$ cat src/rtl/tcs_pkg.sv
// Shared types, constants and helper functions of the timed counting semaphore.
`default_nettype none

package tcs_pkg;

  localparam int MAX_WAITERS = 16;
  localparam int TICK_WIDTH  = 16;
  localparam int ID_W        = 8;
  localparam int LIMIT_IN_W  = 16;
  localparam int COUNT_W     = 16;
  localparam int INIT_W      = 15;
  localparam int EVENT_W     = 3;
  localparam int PTR_W       = (MAX_WAITERS > 1) ? $clog2(MAX_WAITERS) : 1;
  localparam int CNT_W       = $clog2(MAX_WAITERS + 1);

  localparam logic signed [COUNT_W-1:0] COUNT_MAX = 16'sd32767;

  typedef enum logic [1:0] {
    REQ_WAIT   = 2'd0,
    REQ_SIGNAL = 2'd1,
    REQ_TICK   = 2'd2
  } req_e;

  typedef enum logic [EVENT_W-1:0] {
    EV_GRANTED    = 3'd0,
    EV_BLOCKED    = 3'd1,
    EV_WOKEN      = 3'd2,
    EV_TIMED_OUT  = 3'd3,
    EV_NO_WAITER  = 3'd4,
    EV_TICK_DONE  = 3'd5,
    EV_QUEUE_FULL = 3'd6
  } event_e;

  typedef enum logic [2:0] {
    ST_IDLE,
    ST_WAIT,
    ST_SIGNAL,
    ST_TICK,
    ST_TICK_END
  } state_e;

  typedef struct packed {
    logic [1:0]            req_type;
    logic [ID_W-1:0]       thread_id;
    logic [LIMIT_IN_W-1:0] wait_limit;
  } in_item_t;

  typedef struct packed {
    logic [EVENT_W-1:0]        event_res;
    logic [ID_W-1:0]           woken_thread;
    logic                      wait_ok;
    logic signed [COUNT_W-1:0] count_now;
    logic                      last;
  } out_item_t;

  typedef struct packed {
    logic [ID_W-1:0]       id;
    logic [TICK_WIDTH-1:0] limit;
    logic [TICK_WIDTH-1:0] elapsed;
  } entry_t;

  // Commands from the controller to the datapath.
  typedef struct packed {
    logic rd_head;
    logic latch_req;
    logic do_wait;
    logic do_signal;
    logic tick_init;
    logic tick_issue;
    logic tick_proc;
    logic tick_finish;
  } cmd_t;

  // Status from the datapath to the controller.
  typedef struct packed {
    logic out_free;
    logic more;
    logic expired;
  } status_t;

  // Takes the limit modulo 2^TICK_WIDTH, zero-extending when the tick is wider.
  function automatic logic [TICK_WIDTH-1:0] tick_limit(input logic [LIMIT_IN_W-1:0] v);
    logic [TICK_WIDTH-1:0] r;
    r = '0;
    for (int b = 0; b < TICK_WIDTH; b++) begin
      if (b < LIMIT_IN_W) begin
        r[b] = v[b];
      end
    end
    return r;
  endfunction

  // Advances a queue pointer around the circular buffer.
  function automatic logic [PTR_W-1:0] ptr_inc(input logic [PTR_W-1:0] p);
    logic [PTR_W-1:0] r;
    if (p == PTR_W'(MAX_WAITERS - 1)) begin
      r = '0;
    end else begin
      r = p + 1'b1;
    end
    return r;
  endfunction

endpackage

`default_nettype wire

$ cat src/rtl/tcs_ctrl.sv
// Controller state machine of the timed counting semaphore.
`default_nettype none

module tcs_ctrl
  import tcs_pkg::*;
(
  input  wire logic       clk_i,
  input  wire logic       rst_ni,
  input  wire logic       in_valid_i,
  output logic            in_ready_o,
  input  wire logic [1:0] in_type_i,
  input  wire status_t    status_i,
  output cmd_t            cmd_o
);

  state_e state_q, state_d;
  logic   pv_q, pv_d;
  logic   accept;
  logic   stall;
  logic   issue;

  assign accept = in_valid_i && (state_q == ST_IDLE);

  // The read register holds an entry that cannot move on while its timeout
  // transfer has no room in the output register.
  assign stall = pv_q && status_i.expired && !status_i.out_free;
  assign issue = (state_q == ST_TICK) && !stall && status_i.more;

  always_comb begin
    state_d = state_q;
    unique case (state_q)
      ST_IDLE: begin
        if (in_valid_i) begin
          unique case (in_type_i)
            REQ_WAIT:   state_d = ST_WAIT;
            REQ_SIGNAL: state_d = ST_SIGNAL;
            REQ_TICK:   state_d = ST_TICK;
            default:    state_d = ST_IDLE;
          endcase
        end
      end
      ST_WAIT, ST_SIGNAL, ST_TICK_END: begin
        if (status_i.out_free) begin
          state_d = ST_IDLE;
        end
      end
      ST_TICK: begin
        if (!stall && !status_i.more) begin
          state_d = ST_TICK_END;
        end
      end
      default: state_d = ST_IDLE;
    endcase
  end

  always_comb begin
    cmd_o            = '0;
    in_ready_o       = 1'b0;
    pv_d             = 1'b0;
    cmd_o.latch_req  = accept;
    cmd_o.tick_init  = accept && (in_type_i == REQ_TICK);
    unique case (state_q)
      ST_IDLE: begin
        in_ready_o    = 1'b1;
        cmd_o.rd_head = 1'b1;
      end
      ST_WAIT: begin
        cmd_o.do_wait = status_i.out_free;
      end
      ST_SIGNAL: begin
        cmd_o.do_signal = status_i.out_free;
      end
      ST_TICK: begin
        cmd_o.tick_proc  = pv_q && !stall;
        cmd_o.tick_issue = issue;
        pv_d             = stall || issue;
      end
      ST_TICK_END: begin
        cmd_o.tick_finish = status_i.out_free;
      end
      default: begin
        in_ready_o = 1'b0;
      end
    endcase
  end

  always_ff @(posedge clk_i or negedge rst_ni) begin
    if (!rst_ni) begin
      state_q <= ST_IDLE;
      pv_q    <= 1'b0;
    end else begin
      state_q <= state_d;
      pv_q    <= pv_d;
    end
  end

  a_pv_in_tick: assert property (@(posedge clk_i) disable iff (!rst_ni)
    pv_q |-> (state_q == ST_TICK))
    else $error("entry pending outside a tick walk");

  a_accept_leaves_idle: assert property (@(posedge clk_i) disable iff (!rst_ni)
    (accept && (in_type_i == REQ_WAIT || in_type_i == REQ_SIGNAL ||
                in_type_i == REQ_TICK)) |=> !in_ready_o)
    else $error("controller stayed ready after taking a request");

  a_end_returns: assert property (@(posedge clk_i) disable iff (!rst_ni)
    (state_q == ST_TICK_END && status_i.out_free) |=> (state_q == ST_IDLE))
    else $error("tick did not finish after its done transfer");

endmodule

`default_nettype wire

$ cat src/rtl/tcs_dp.sv
// Datapath of the timed counting semaphore: count, waiter queue memory, output register.
`default_nettype none

module tcs_dp
  import tcs_pkg::*;
(
  input  wire logic                clk_i,
  input  wire logic                rst_ni,
  input  wire logic                cfg_we_i,
  input  wire logic [INIT_W-1:0]   cfg_wdata_i,
  input  wire in_item_t            in_data_i,
  input  wire logic                out_ready_i,
  output logic                     out_valid_o,
  output out_item_t                out_data_o,
  input  wire cmd_t                cmd_i,
  output status_t                  status_o
);

  entry_t mem [MAX_WAITERS];

  logic signed [COUNT_W-1:0] sem_q, sem_d;
  logic [CNT_W-1:0]          len_q, len_d;
  logic [PTR_W-1:0]          head_q, head_d;
  logic [PTR_W-1:0]          tail_q, tail_d;
  logic [PTR_W-1:0]          rd_ptr_q, rd_ptr_d;
  logic [PTR_W-1:0]          wr_ptr_q, wr_ptr_d;
  logic [CNT_W-1:0]          issued_q, issued_d;
  logic [CNT_W-1:0]          keep_q, keep_d;
  logic                      out_valid_q, out_valid_d;
  out_item_t                 out_q, out_d;
  logic [ID_W-1:0]           req_id_q, req_id_d;
  logic [TICK_WIDTH-1:0]     req_lim_q, req_lim_d;
  entry_t                    rdata_q;

  logic                      mem_we;
  logic [PTR_W-1:0]          mem_waddr;
  entry_t                    mem_wdata;
  logic                      mem_re;
  logic [PTR_W-1:0]          mem_raddr;

  logic [TICK_WIDTH-1:0]     elapsed_inc;
  logic                      expired;
  entry_t                    aged;
  logic                      out_free;

  logic                      emit;
  event_e                    ev;
  logic [ID_W-1:0]           ev_tid;
  logic                      ev_ok;
  logic                      ev_last;

  assign elapsed_inc = rdata_q.elapsed + 1'b1;
  assign expired     = (rdata_q.limit != '0) && (elapsed_inc == rdata_q.limit);

  always_comb begin
    aged = rdata_q;
    if (rdata_q.limit != '0) begin
      aged.elapsed = elapsed_inc;
    end
  end

  assign out_free = !out_valid_q || out_ready_i;

  assign status_o.out_free = out_free;
  assign status_o.more     = issued_q < len_q;
  assign status_o.expired  = expired;

  assign mem_re    = cmd_i.rd_head || cmd_i.tick_issue;
  assign mem_raddr = cmd_i.tick_issue ? rd_ptr_q : head_q;

  always_comb begin
    sem_d       = sem_q;
    len_d       = len_q;
    head_d      = head_q;
    tail_d      = tail_q;
    rd_ptr_d    = rd_ptr_q;
    wr_ptr_d    = wr_ptr_q;
    issued_d    = issued_q;
    keep_d      = keep_q;
    req_id_d    = req_id_q;
    req_lim_d   = req_lim_q;
    mem_we      = 1'b0;
    mem_waddr   = wr_ptr_q;
    mem_wdata   = aged;
    emit        = 1'b0;
    ev          = EV_GRANTED;
    ev_tid      = '0;
    ev_ok       = 1'b0;
    ev_last     = 1'b1;
    out_valid_d = out_valid_q;
    out_d       = out_q;

    if (cfg_we_i) begin
      sem_d  = $signed({1'b0, cfg_wdata_i});
      len_d  = '0;
      head_d = '0;
      tail_d = '0;
    end

    if (cmd_i.latch_req) begin
      req_id_d  = in_data_i.thread_id;
      req_lim_d = tick_limit(in_data_i.wait_limit);
    end

    if (cmd_i.do_wait) begin
      emit   = 1'b1;
      ev_tid = req_id_q;
      priority if (sem_q > 0) begin
        sem_d = sem_q - 16'sd1;
        ev    = EV_GRANTED;
        ev_ok = 1'b1;
      end else if (len_q == CNT_W'(MAX_WAITERS)) begin
        ev = EV_QUEUE_FULL;
      end else begin
        sem_d     = sem_q - 16'sd1;
        mem_we    = 1'b1;
        mem_waddr = tail_q;
        mem_wdata = '{id: req_id_q, limit: req_lim_q, elapsed: '0};
        tail_d    = ptr_inc(tail_q);
        len_d     = len_q + 1'b1;
        ev        = EV_BLOCKED;
      end
    end

    if (cmd_i.do_signal) begin
      emit = 1'b1;
      if (len_q == '0) begin
        if (sem_q != COUNT_MAX) begin
          sem_d = sem_q + 16'sd1;
        end
        ev = EV_NO_WAITER;
      end else begin
        sem_d  = sem_q + 16'sd1;
        head_d = ptr_inc(head_q);
        len_d  = len_q - 1'b1;
        ev     = EV_WOKEN;
        ev_tid = rdata_q.id;
        ev_ok  = 1'b1;
      end
    end

    if (cmd_i.tick_init) begin
      rd_ptr_d = head_q;
      wr_ptr_d = head_q;
      issued_d = '0;
      keep_d   = '0;
    end

    if (cmd_i.tick_issue) begin
      rd_ptr_d = ptr_inc(rd_ptr_q);
      issued_d = issued_q + 1'b1;
    end

    // Survivors are written back behind the read pointer, so the queue is
    // compacted in place without disturbing entries not yet read.
    if (cmd_i.tick_proc) begin
      if (expired) begin
        sem_d   = sem_q + 16'sd1;
        emit    = 1'b1;
        ev      = EV_TIMED_OUT;
        ev_tid  = rdata_q.id;
        ev_last = 1'b0;
      end else begin
        mem_we   = 1'b1;
        wr_ptr_d = ptr_inc(wr_ptr_q);
        keep_d   = keep_q + 1'b1;
      end
    end

    if (cmd_i.tick_finish) begin
      len_d  = keep_q;
      tail_d = wr_ptr_q;
      emit   = 1'b1;
      ev     = EV_TICK_DONE;
    end

    if (emit) begin
      out_valid_d        = 1'b1;
      out_d.event_res    = ev;
      out_d.woken_thread = ev_tid;
      out_d.wait_ok      = ev_ok;
      out_d.count_now    = sem_d;
      out_d.last         = ev_last;
    end else if (out_ready_i) begin
      out_valid_d = 1'b0;
    end
  end

  always_ff @(posedge clk_i or negedge rst_ni) begin
    if (!rst_ni) begin
      sem_q       <= '0;
      len_q       <= '0;
      head_q      <= '0;
      tail_q      <= '0;
      rd_ptr_q    <= '0;
      wr_ptr_q    <= '0;
      issued_q    <= '0;
      keep_q      <= '0;
      out_valid_q <= 1'b0;
    end else begin
      sem_q       <= sem_d;
      len_q       <= len_d;
      head_q      <= head_d;
      tail_q      <= tail_d;
      rd_ptr_q    <= rd_ptr_d;
      wr_ptr_q    <= wr_ptr_d;
      issued_q    <= issued_d;
      keep_q      <= keep_d;
      out_valid_q <= out_valid_d;
    end
  end

  always_ff @(posedge clk_i) begin
    out_q     <= out_d;
    req_id_q  <= req_id_d;
    req_lim_q <= req_lim_d;
  end

  always_ff @(posedge clk_i) begin
    if (mem_we) begin
      mem[mem_waddr] <= mem_wdata;
    end
    if (mem_re) begin
      rdata_q <= mem[mem_raddr];
    end
  end

  assign out_valid_o = out_valid_q;
  assign out_data_o  = out_q;

  a_len_bound: assert property (@(posedge clk_i) disable iff (!rst_ni)
    len_q <= CNT_W'(MAX_WAITERS))
    else $error("queue length beyond capacity");

  a_count_with_waiters: assert property (@(posedge clk_i) disable iff (!rst_ni)
    (len_q != '0) |-> (sem_q <= 0))
    else $error("positive count while threads are queued");

  a_no_overwrite: assert property (@(posedge clk_i) disable iff (!rst_ni)
    emit |-> out_free)
    else $error("result written over an untaken transfer");

endmodule

`default_nettype wire

$ cat src/rtl/timed_counting_semaphore_core.sv
// Top level of the timed counting semaphore: controller plus datapath.
`default_nettype none

// One counting semaphore with a FIFO of up to MAX_WAITERS blocked threads,
// each with its own tick timeout. Requests are taken one at a time. A wait
// or a signal passes through its own state into the output register, and is
// held back while that register still holds an untaken transfer. A tick
// walks the queued waiters in order: the queue lives in a
// single-port-read memory, and the walk reads one waiter per cycle, writing
// survivors back in order and giving one timeout result per expired waiter
// before the done marker. A stalled output pauses the walk. A write to the
// initial count register reloads the count and empties the queue at once.
module timed_counting_semaphore_core
  import tcs_pkg::*;
(
  input  wire logic              clk_i,
  input  wire logic              rst_ni,
  input  wire logic              cfg_we_i,
  input  wire logic [INIT_W-1:0] cfg_wdata_i,
  input  wire logic              in_valid_i,
  output logic                   in_ready_o,
  input  wire in_item_t          in_data_i,
  output logic                   out_valid_o,
  input  wire logic              out_ready_i,
  output out_item_t              out_data_o
);

  cmd_t    cmd;
  status_t status;

  tcs_ctrl u_ctrl (
    .clk_i      (clk_i),
    .rst_ni     (rst_ni),
    .in_valid_i (in_valid_i),
    .in_ready_o (in_ready_o),
    .in_type_i  (in_data_i.req_type),
    .status_i   (status),
    .cmd_o      (cmd)
  );

  tcs_dp u_dp (
    .clk_i       (clk_i),
    .rst_ni      (rst_ni),
    .cfg_we_i    (cfg_we_i),
    .cfg_wdata_i (cfg_wdata_i),
    .in_data_i   (in_data_i),
    .out_ready_i (out_ready_i),
    .out_valid_o (out_valid_o),
    .out_data_o  (out_data_o),
    .cmd_i       (cmd),
    .status_o    (status)
  );

endmodule

`default_nettype wire

$ cat config.mk
export PLATFORM = sky130hd
export DESIGN_NAME = timed_counting_semaphore_core
export DESIGN_NICKNAME = d
export VERILOG_FILES = /design/src/rtl/tcs_pkg.sv /design/src/rtl/tcs_ctrl.sv /design/src/rtl/tcs_dp.sv /design/src/rtl/timed_counting_semaphore_core.sv
export SDC_FILE = /design/constraint.sdc
export NUM_CORES = 1
export LEC_CHECK = 0
export ABC_CLOCK_PERIOD_IN_PS = 5900
export BUFFER_PORTS_ARGS = -buffer_cell sky130_fd_sc_hd__buf_2
export CORE_ASPECT_RATIO = 0.9
export CORE_MARGIN = 3
export CORE_UTILIZATION = 40
export DETAILED_ROUTE_END_ITERATION = 10
export GPL_TIMING_DRIVEN = 0
export HOLD_SLACK_MARGIN = 0.12
export REMOVE_ABC_BUFFERS = 1
export SYNTH_ARGS = -nofsm -noshare
export SYNTH_HDL_FRONTEND = slang
export SYNTH_SLANG_ARGS = --single-unit
$ cat constraint.sdc
create_clock -name clk_i -period 5.9 [get_ports clk_i]
set_input_delay 0.59 -clock clk_i [delete_from_list [all_inputs] [get_ports clk_i]]
set_output_delay 0.59 -clock clk_i [all_outputs]
set_load 0.01 [all_outputs]
==> results.md, run 1 <==
- DRT Pass-1 Iters: 5
- Power per cell area: 436 nW/um^2
- Yosys warns: 0
- RePlAce Congestion: 0.795
- Number of cells on the worst hold path: 1
- Area of the multi-input gates: 8490 um^2
- Total GRT Usage: 0.189
- Clock power frac: 0.291
- Worst reg2reg path depth: 18
- Final Hold Fails: 0
- Total Wirelength: 80,400 um
- Worst setup margin: 0.293 ns
- Starting density of the core: 0.408
- Critical path's slowest cell: edfxtp_1
- Crit-path cells: ha_1 -> and3_1 -> or3_1 -> a31oi_1 -> o211ai_1 -> nor3_2 -> a21o_4 -> mux2i_4 -> buf_12 -> buf_12 -> buf_16 -> buf_16 -> buf_12 -> buf_16 -> buf_12 -> mux2i_1 -> o22ai_1 -> or4_1
- Vias per cell: 5.68
- Least-Margin Pin Slew: 1.06 ns
- Critical Path RT: 6.25 ns
- Num CTS Buffers: 78
- Cell Area, Synth: 32,100 um^2
- Flops & latches, synth: 785
- Slew margin rel.: 0.285
- Die X-Extent: 305 um
- Leakage: 0.0148 uW
- Placement Setup Slack: 0.0186 ns
- Hold path endpoint: u_dp.req_id_q[1]
- Clk_skew: 0.0306 ns
- Post-DP HPWL: 53,400 um
- CP Max Fanout: 20
- Final Max Slew Viols: 0
- # fillers: 6,548
- Final Non-Filler Cells: 3,279
- Residual DRC count: 0
- Crit. End Element: flop
- Main synth FF type: edfxtp_1
- Syn_area_per_cell: 15.7 um^2
- Placed Area: 35,500 um^2
- Detailed Route Iter0 Violations: 1,847
- Hold_sp: in_data_i[17]
- Post-synth EDFFs: 733
- Worst hold-check path type: in2reg
- Full die area: 83,700 um^2
- RR Startpoint: u_dp.rdata_q[0]
- Hold WS: 0.161 ns
- Core Region: 78,600 um^2
- Register area: 23,300 um^2
- Share of cells above drive strength 1: 0.144
- Max clock buf depth: 3
- Async S/R FF share, synth: 0.0662
- Max incr delay on CP: 0.50 ns
- Clock sink count: 785
- R2R setup slack: 0.29 ns
- P_sw: 4930 uW
- Crit-path most repeated cell: buf_12
- Final ANT Viol Nets: 0
- Clock root cell: clkbuf_16
- Yosys cell types: 64
- Layout Utilization: 0.485
- Final instance area: 38,200 um^2
- RSZ-0062 raised after global routing: false
- Sequential-to-total area share from yosys stat: 0.726
- Via Count: 18,600
- Largest net degree at the start of global routing: 53
- Setup CP Type: reg2reg
- Max H-tree Level: 3
- Internal power: 11,700 uW
- DR WL/cell: 24.5 um
- Most frequent cells in the layout: 733 x edfxtp_1, 325 x mux2i_1, 167 x o22ai_1
- Crit path DAT: 5.96 ns
- Die height: 275 um
- Initial antenna violation count: 1
- Num rows: 97
- VDD IR max: 0.297 mV
- Commonest non-fill, non-tap cell in the layout: edfxtp_1
- Setup Buffers After CTS: 0
- Final #Nets: 2,246
- Period utilization: 0.950
- Sequential fraction of design power: 0.487
- # setup viols final: 0
- Switching Fraction: 0.296
- Combinational share of power: 0.222
- Min Tclk post-route: 5.61 ns
- DP Cell Count: 3,128
- Post-synthesis to final-layout area growth: 18.8%
- Clock transition at path regs: 0.06 ns
- Count of input and output buffers: 76
- Max Cap Viol: 0
- Worst r2r dst: u_dp.aged[28]
- Skew-Pair Late Insertion Delay: 0.62 ns
- First-pass GRT wire length: 118,000 um
- Vias in the first global route: 18,400
- Synth Instances: 2,047
- IO Pins: 77
- GR Overflow Total: 0
- Outcome: finished, final reports clean
- Worst Setup Start Kind: flop
- CTS tree: built
- Fmax: 178 MHz
## critical path, delay by kind of cell, from the launching register on
kind	cells	cell delay, ns
and+or+nand+nor	4	1.48
buffers and inverters	7	1.37
AOI/OAI and AO/OA	4	0.99
muxes	2	0.66
DFF	1	0.50
adders and majority gates	1	0.29
## metal layers
metal  vias up  wire (um)  global-route usage  share of wire
met2       678      38200               0.309           0.48
met5         -          0                   0              0
met4         0       1980              0.0573          0.025
met3       148       5050              0.0287          0.063
li1       8335          -                   -              -
met1      9472      35100               0.262           0.44
## synthesized netlist by cell type (all sizes together), types with 12 or more instances
library cell  number  area, um^2
or4               41         308
o22ai            167        1040
o21ai             51         255
nand3             30         150
nand4             14         103
nor3              25         125
mux2              17         191
dfrtp             52        1300
xor2              24         210
buf               44         249
inv               34         128
a21oi             37         185
nand2             98         368
nor2              74         278
a31oi             13        81.3
nor4              13        81.3
edfxtp           733       22000
xnor2             28         245
clkbuf            73         274
ha                17         213
a211oi            13        97.6
mux2i            326        3260
a22o              12         105
## layout make-up
type,instances,area share
Multi-Input combinational cell,1112,0.222
Timing Repair Buffer,172,0.0645
Clock buffer,94,0.0543
Clock inverter,42,0.0106
Tap cell,1039,0.0341
Antenna cell,1,0.0000656
Sequential cell,785,0.611
Inverter,34,0.00334
## metrics by stage
| stage | TNS, ns | total power, uW |
|---|---|---|
| floorplan | -1288.94 | 11000 |
| global placement | -8688.66 | 12000 |
| detailed placement | 0 | 11900 |
| CTS | 0 | 16700 |
| global route | 0 | 17400 |
| finish | 0 | 16600 |
## kinds of logic (layout without fill, tap and decap cells)
| logic type | count (synthesis) | after routing | synth area share |
|---|---|---|---|
| AOI/OAI and AO/OA | 340 | 341 | 0.0677 |
| xor gates and xnor gates | 52 | 52 | 0.0142 |
| adders and majority gates | 17 | 17 | 0.00662 |
| buffers and inverters | 151 | 342 | 0.0203 |
| DFF | 785 | 785 | 0.726 |
| muxes | 343 | 343 | 0.108 |
| other | 0 | 1 | 0 |
| and+or+nand+nor | 359 | 359 | 0.0579 |
## power by group through the flow
stage | Sequential, uW | Clock [uW] | Combinational (uW)
floorplan | 8080 | 0 | 2930
global route | 8170 | 5160 | 4030
CTS | 8100 | 4940 | 3690
global placement | 8290 | 0 | 3750
finish | 8110 | 4840 | 3690
detailed placement | 8210 | 0 | 3660
## state kept, by name, indices dropped and copies added (netlist names)
| register | count |
|---|---|
| u_dp.issued_q | 5 |
| u_dp.wr_ptr_q | 4 |
| u_dp.rdata_q | 16 |
| u_dp.sem_q | 16 |
| u_dp.keep_q | 5 |
| u_dp.out_valid_o | 1 |
| u_dp.tail_q | 4 |
| u_dp.req_id_q | 8 |
| u_dp.head_q | 4 |
| u_dp.rd_ptr_q | 4 |
| u_dp.aged | 24 |
| u_ctrl.state_q | 3 |
| u_dp.len_q | 5 |
| u_dp.req_lim_q | 16 |
| u_dp.mem | 640 |
| u_ctrl.pv_q | 1 |
| u_dp.out_data_o | 29 |
## worst max-delay path by stage
stage                    start            end  slack (ns)  cells past startpoint
6_report       u_dp.rdata_q[0]  u_dp.aged[28]        0.29                     18
2_1_floorplan  u_dp.rdata_q[7]  u_dp.aged[16]      -21.90                     10
3_3_place_gp   u_dp.rdata_q[7]  u_dp.aged[24]      -31.29                     10
4_1_cts        u_dp.rdata_q[0]  u_dp.aged[30]        0.28                     17
5_1_grt        u_dp.rdata_q[0]  u_dp.aged[30]        0.01                     18
3_5_place_dp   u_dp.rdata_q[4]  u_dp.aged[30]        0.02                     17
## timing repair
item | CTS | global route
endpoints found under the hold margin | 12 | 52
setup endpoints to repair | 2 | 3
cloned | 0 | 1
hold buffers | 12 | 1
resized for setup | 1 | 2
No activity file was read; power rests on OpenSTA's default activity.
==> run 2, diff against run 1 <==
Settings changed: ABC_CLOCK_PERIOD_IN_PS 5900 to 6700.
Clock period 5.9 ns to 6.7 ns, I/O delays scaled along.
==> run 2 against run 1 <==
Flip-flop and latch count unchanged. Non-clock buffer count down 13. Sequential power down 12%. Critical path type unchanged. Largest power group unchanged.
==> results.md, run 2 (synthesis results as in run 1) <==
- Final Max Slew Viols: 0
- Final Hold Fails: 0
- Initial antenna violation count: 1
- Crit. End Element: flop
- Critical Path RT: 7.05 ns
- WL met2: 38,000 um
- Max reg flops: 640
- Num CTS Buffers: 78
- Vias per cell: 5.68
- Core Region: 78,600 um^2
- RePlAce Congestion: 0.795
- Total GRT Usage: 0.188
- Setup_tns: 0 ns
- Die height: 275 um
- First-pass GRT wire length: 118,000 um
- Skew-Pair Late Insertion Delay: 0.62 ns
- Max layer used: met4
- Post-cts resize count: 0
- Largest net degree at the start of global routing: 53
- Met3 Routed Length: 4990 um
- Setup CP Type: reg2reg
- Setup Buffers After CTS: 0
- CP Max Fanout: 36
- Clk_skew: 0.0305 ns
- Worst Setup Start Kind: flop
- Clock root cell: clkbuf_16
- Residual DRC count: 0
- Final #Nets: 2,232
- Ant. Diodes: 0
- Period utilization: 0.880
- RSZ-0062 raised after global routing: false
- Max clock buf depth: 3
- Outcome: finished, final reports clean
- Num rows: 97
- Fmax: 170 MHz
- Starting density of the core: 0.408
- VDD IR max: 0.261 mV
- Clock transition at path regs: 0.06 ns
- Least-Margin Pin Slew: 1.08 ns
- Worst hold-check path type: in2async
- # setup viols final: 0
- Leakage: 0.0147 uW
- Min Tclk post-route: 5.90 ns
- Layout Utilization: 0.483
- Max H-tree Level: 3
- GR Overflow Total: 0
- DRT Pass-1 Iters: 6
- R2R setup slack: 0.80 ns
- Hold_buf cts: 0
- Post-synthesis to final-layout area growth: 18.4%
- Detailed Route Iter0 Violations: 1,778
- Power per cell area: 385 nW/um^2
- DR WL/cell: 24.6 um
- CTS tree: built
- Via Count: 18,500
- Full die area: 83,700 um^2
- Crit path DAT: 6.25 ns
- Vias in the first global route: 18,400
- Final ANT Viol Nets: 0
- Total Wirelength: 80,200 um
- Post-DP HPWL: 53,400 um
- Count of input and output buffers: 76
- Die X-Extent: 305 um
- Most frequent cells in the layout: 733 x edfxtp_1, 325 x mux2i_1, 167 x o22ai_1
- IO Pins: 77
- Met1 wire length: 35,200 um
- Clock sink count: 785
- Slew margin rel.: 0.274
- Share of cells above drive strength 1: 0.143
- Reg with most FFs: u_dp.mem
- Commonest non-fill, non-tap cell in the layout: edfxtp_1
- Max Cap Viol: 0
## run 2: cell types whose count changed in the layout (fill, tap and decap cells not counted)
cell,delta
o2111ai_2,-1
diode_2,-1
o2111ai_1,+1
dlygate4sd3_1,-13
nor3_2,-1
a21o_4,-1
nor3_1,+1
## run 2: final cells by class
| type | count | area (um^2) |
|---|---|---|
| repair buffers | 159 | 2330 |
| flip-flops and latches | 785 | 23300 |
| inverters | 34 | 128 |
| clock inverters | 42 | 405 |
| multi-input cells | 1111 | 8460 |
| clock buffers | 94 | 2070 |
| well taps | 1039 | 1300 |
| fillers | 6557 | 40600 |
## run 2: metrics by stage
stage / hold slack (ns) / setup WS, ns / std cells / power, uW / cell area, um^2
3_3_place_gp: 0.485 / -30.49 / 3045 / 10700 / 33300
6_report: 0.113 / 0.804 / 3264 / 14600 / 38000
3_5_place_dp: 0.489 / 0.819 / 3128 / 10500 / 35500
4_1_cts: 0.186 / 0.793 / 3264 / 14700 / 38000
2_1_floorplan: 0.374 / -21.10 / 1930 / 9850 / 31600
5_1_grt: 0.149 / 0.431 / 3264 / 15300 / 38000
## run 2: worst paths after layout
path / startpoint / to / cells past startpoint
min in group clk_i: in_data_i[14] / u_dp.req_lim_q[14] / 1
min: rst_ni / u_dp.sem_q[5] / 1
max in group asynchronous: rst_ni / u_dp.keep_q[2] / 1
max reg2reg: u_dp.rdata_q[4] / u_dp.aged[28] / 17
max: u_dp.rdata_q[4] / u_dp.aged[28] / 17
min reg2reg: u_dp.keep_q[4] / u_dp.keep_q[4] / 1
## run 2: routing by layer
layer / vias to the layer above / track usage
li1: 8304 / -
met1: 9377 / 0.262
met2: 706 / 0.308
met3: 152 / 0.0288
met4: 0 / 0.0577
met5: - / 0
## run 2: worst max-delay path: stages, from the launching register on
cell and delay (ns):
edfxtp_1 0.57, nand4_1 0.24, nor4_1 0.29, o21ai_0 0.14, a221oi_1 0.45, a21boi_4 0.38
a21o_2 0.79, mux2i_4 0.49, buf_12 0.24, buf_12 0.21, buf_16 0.18, buf_16 0.17
buf_12 0.20, buf_16 0.18, buf_12 0.20, mux2i_1 0.22, o22ai_1 0.10, or4_1 0.50
## run 2: report_power, final
part           internal, uW  switching, uW  total, uW  leakage (uW)
clock network          2470           1790       4260       0.00121
registers              6650            493       7140       0.00734
logic                  1190           2050       3240       0.00618
total                 10300           4330      14600        0.0147
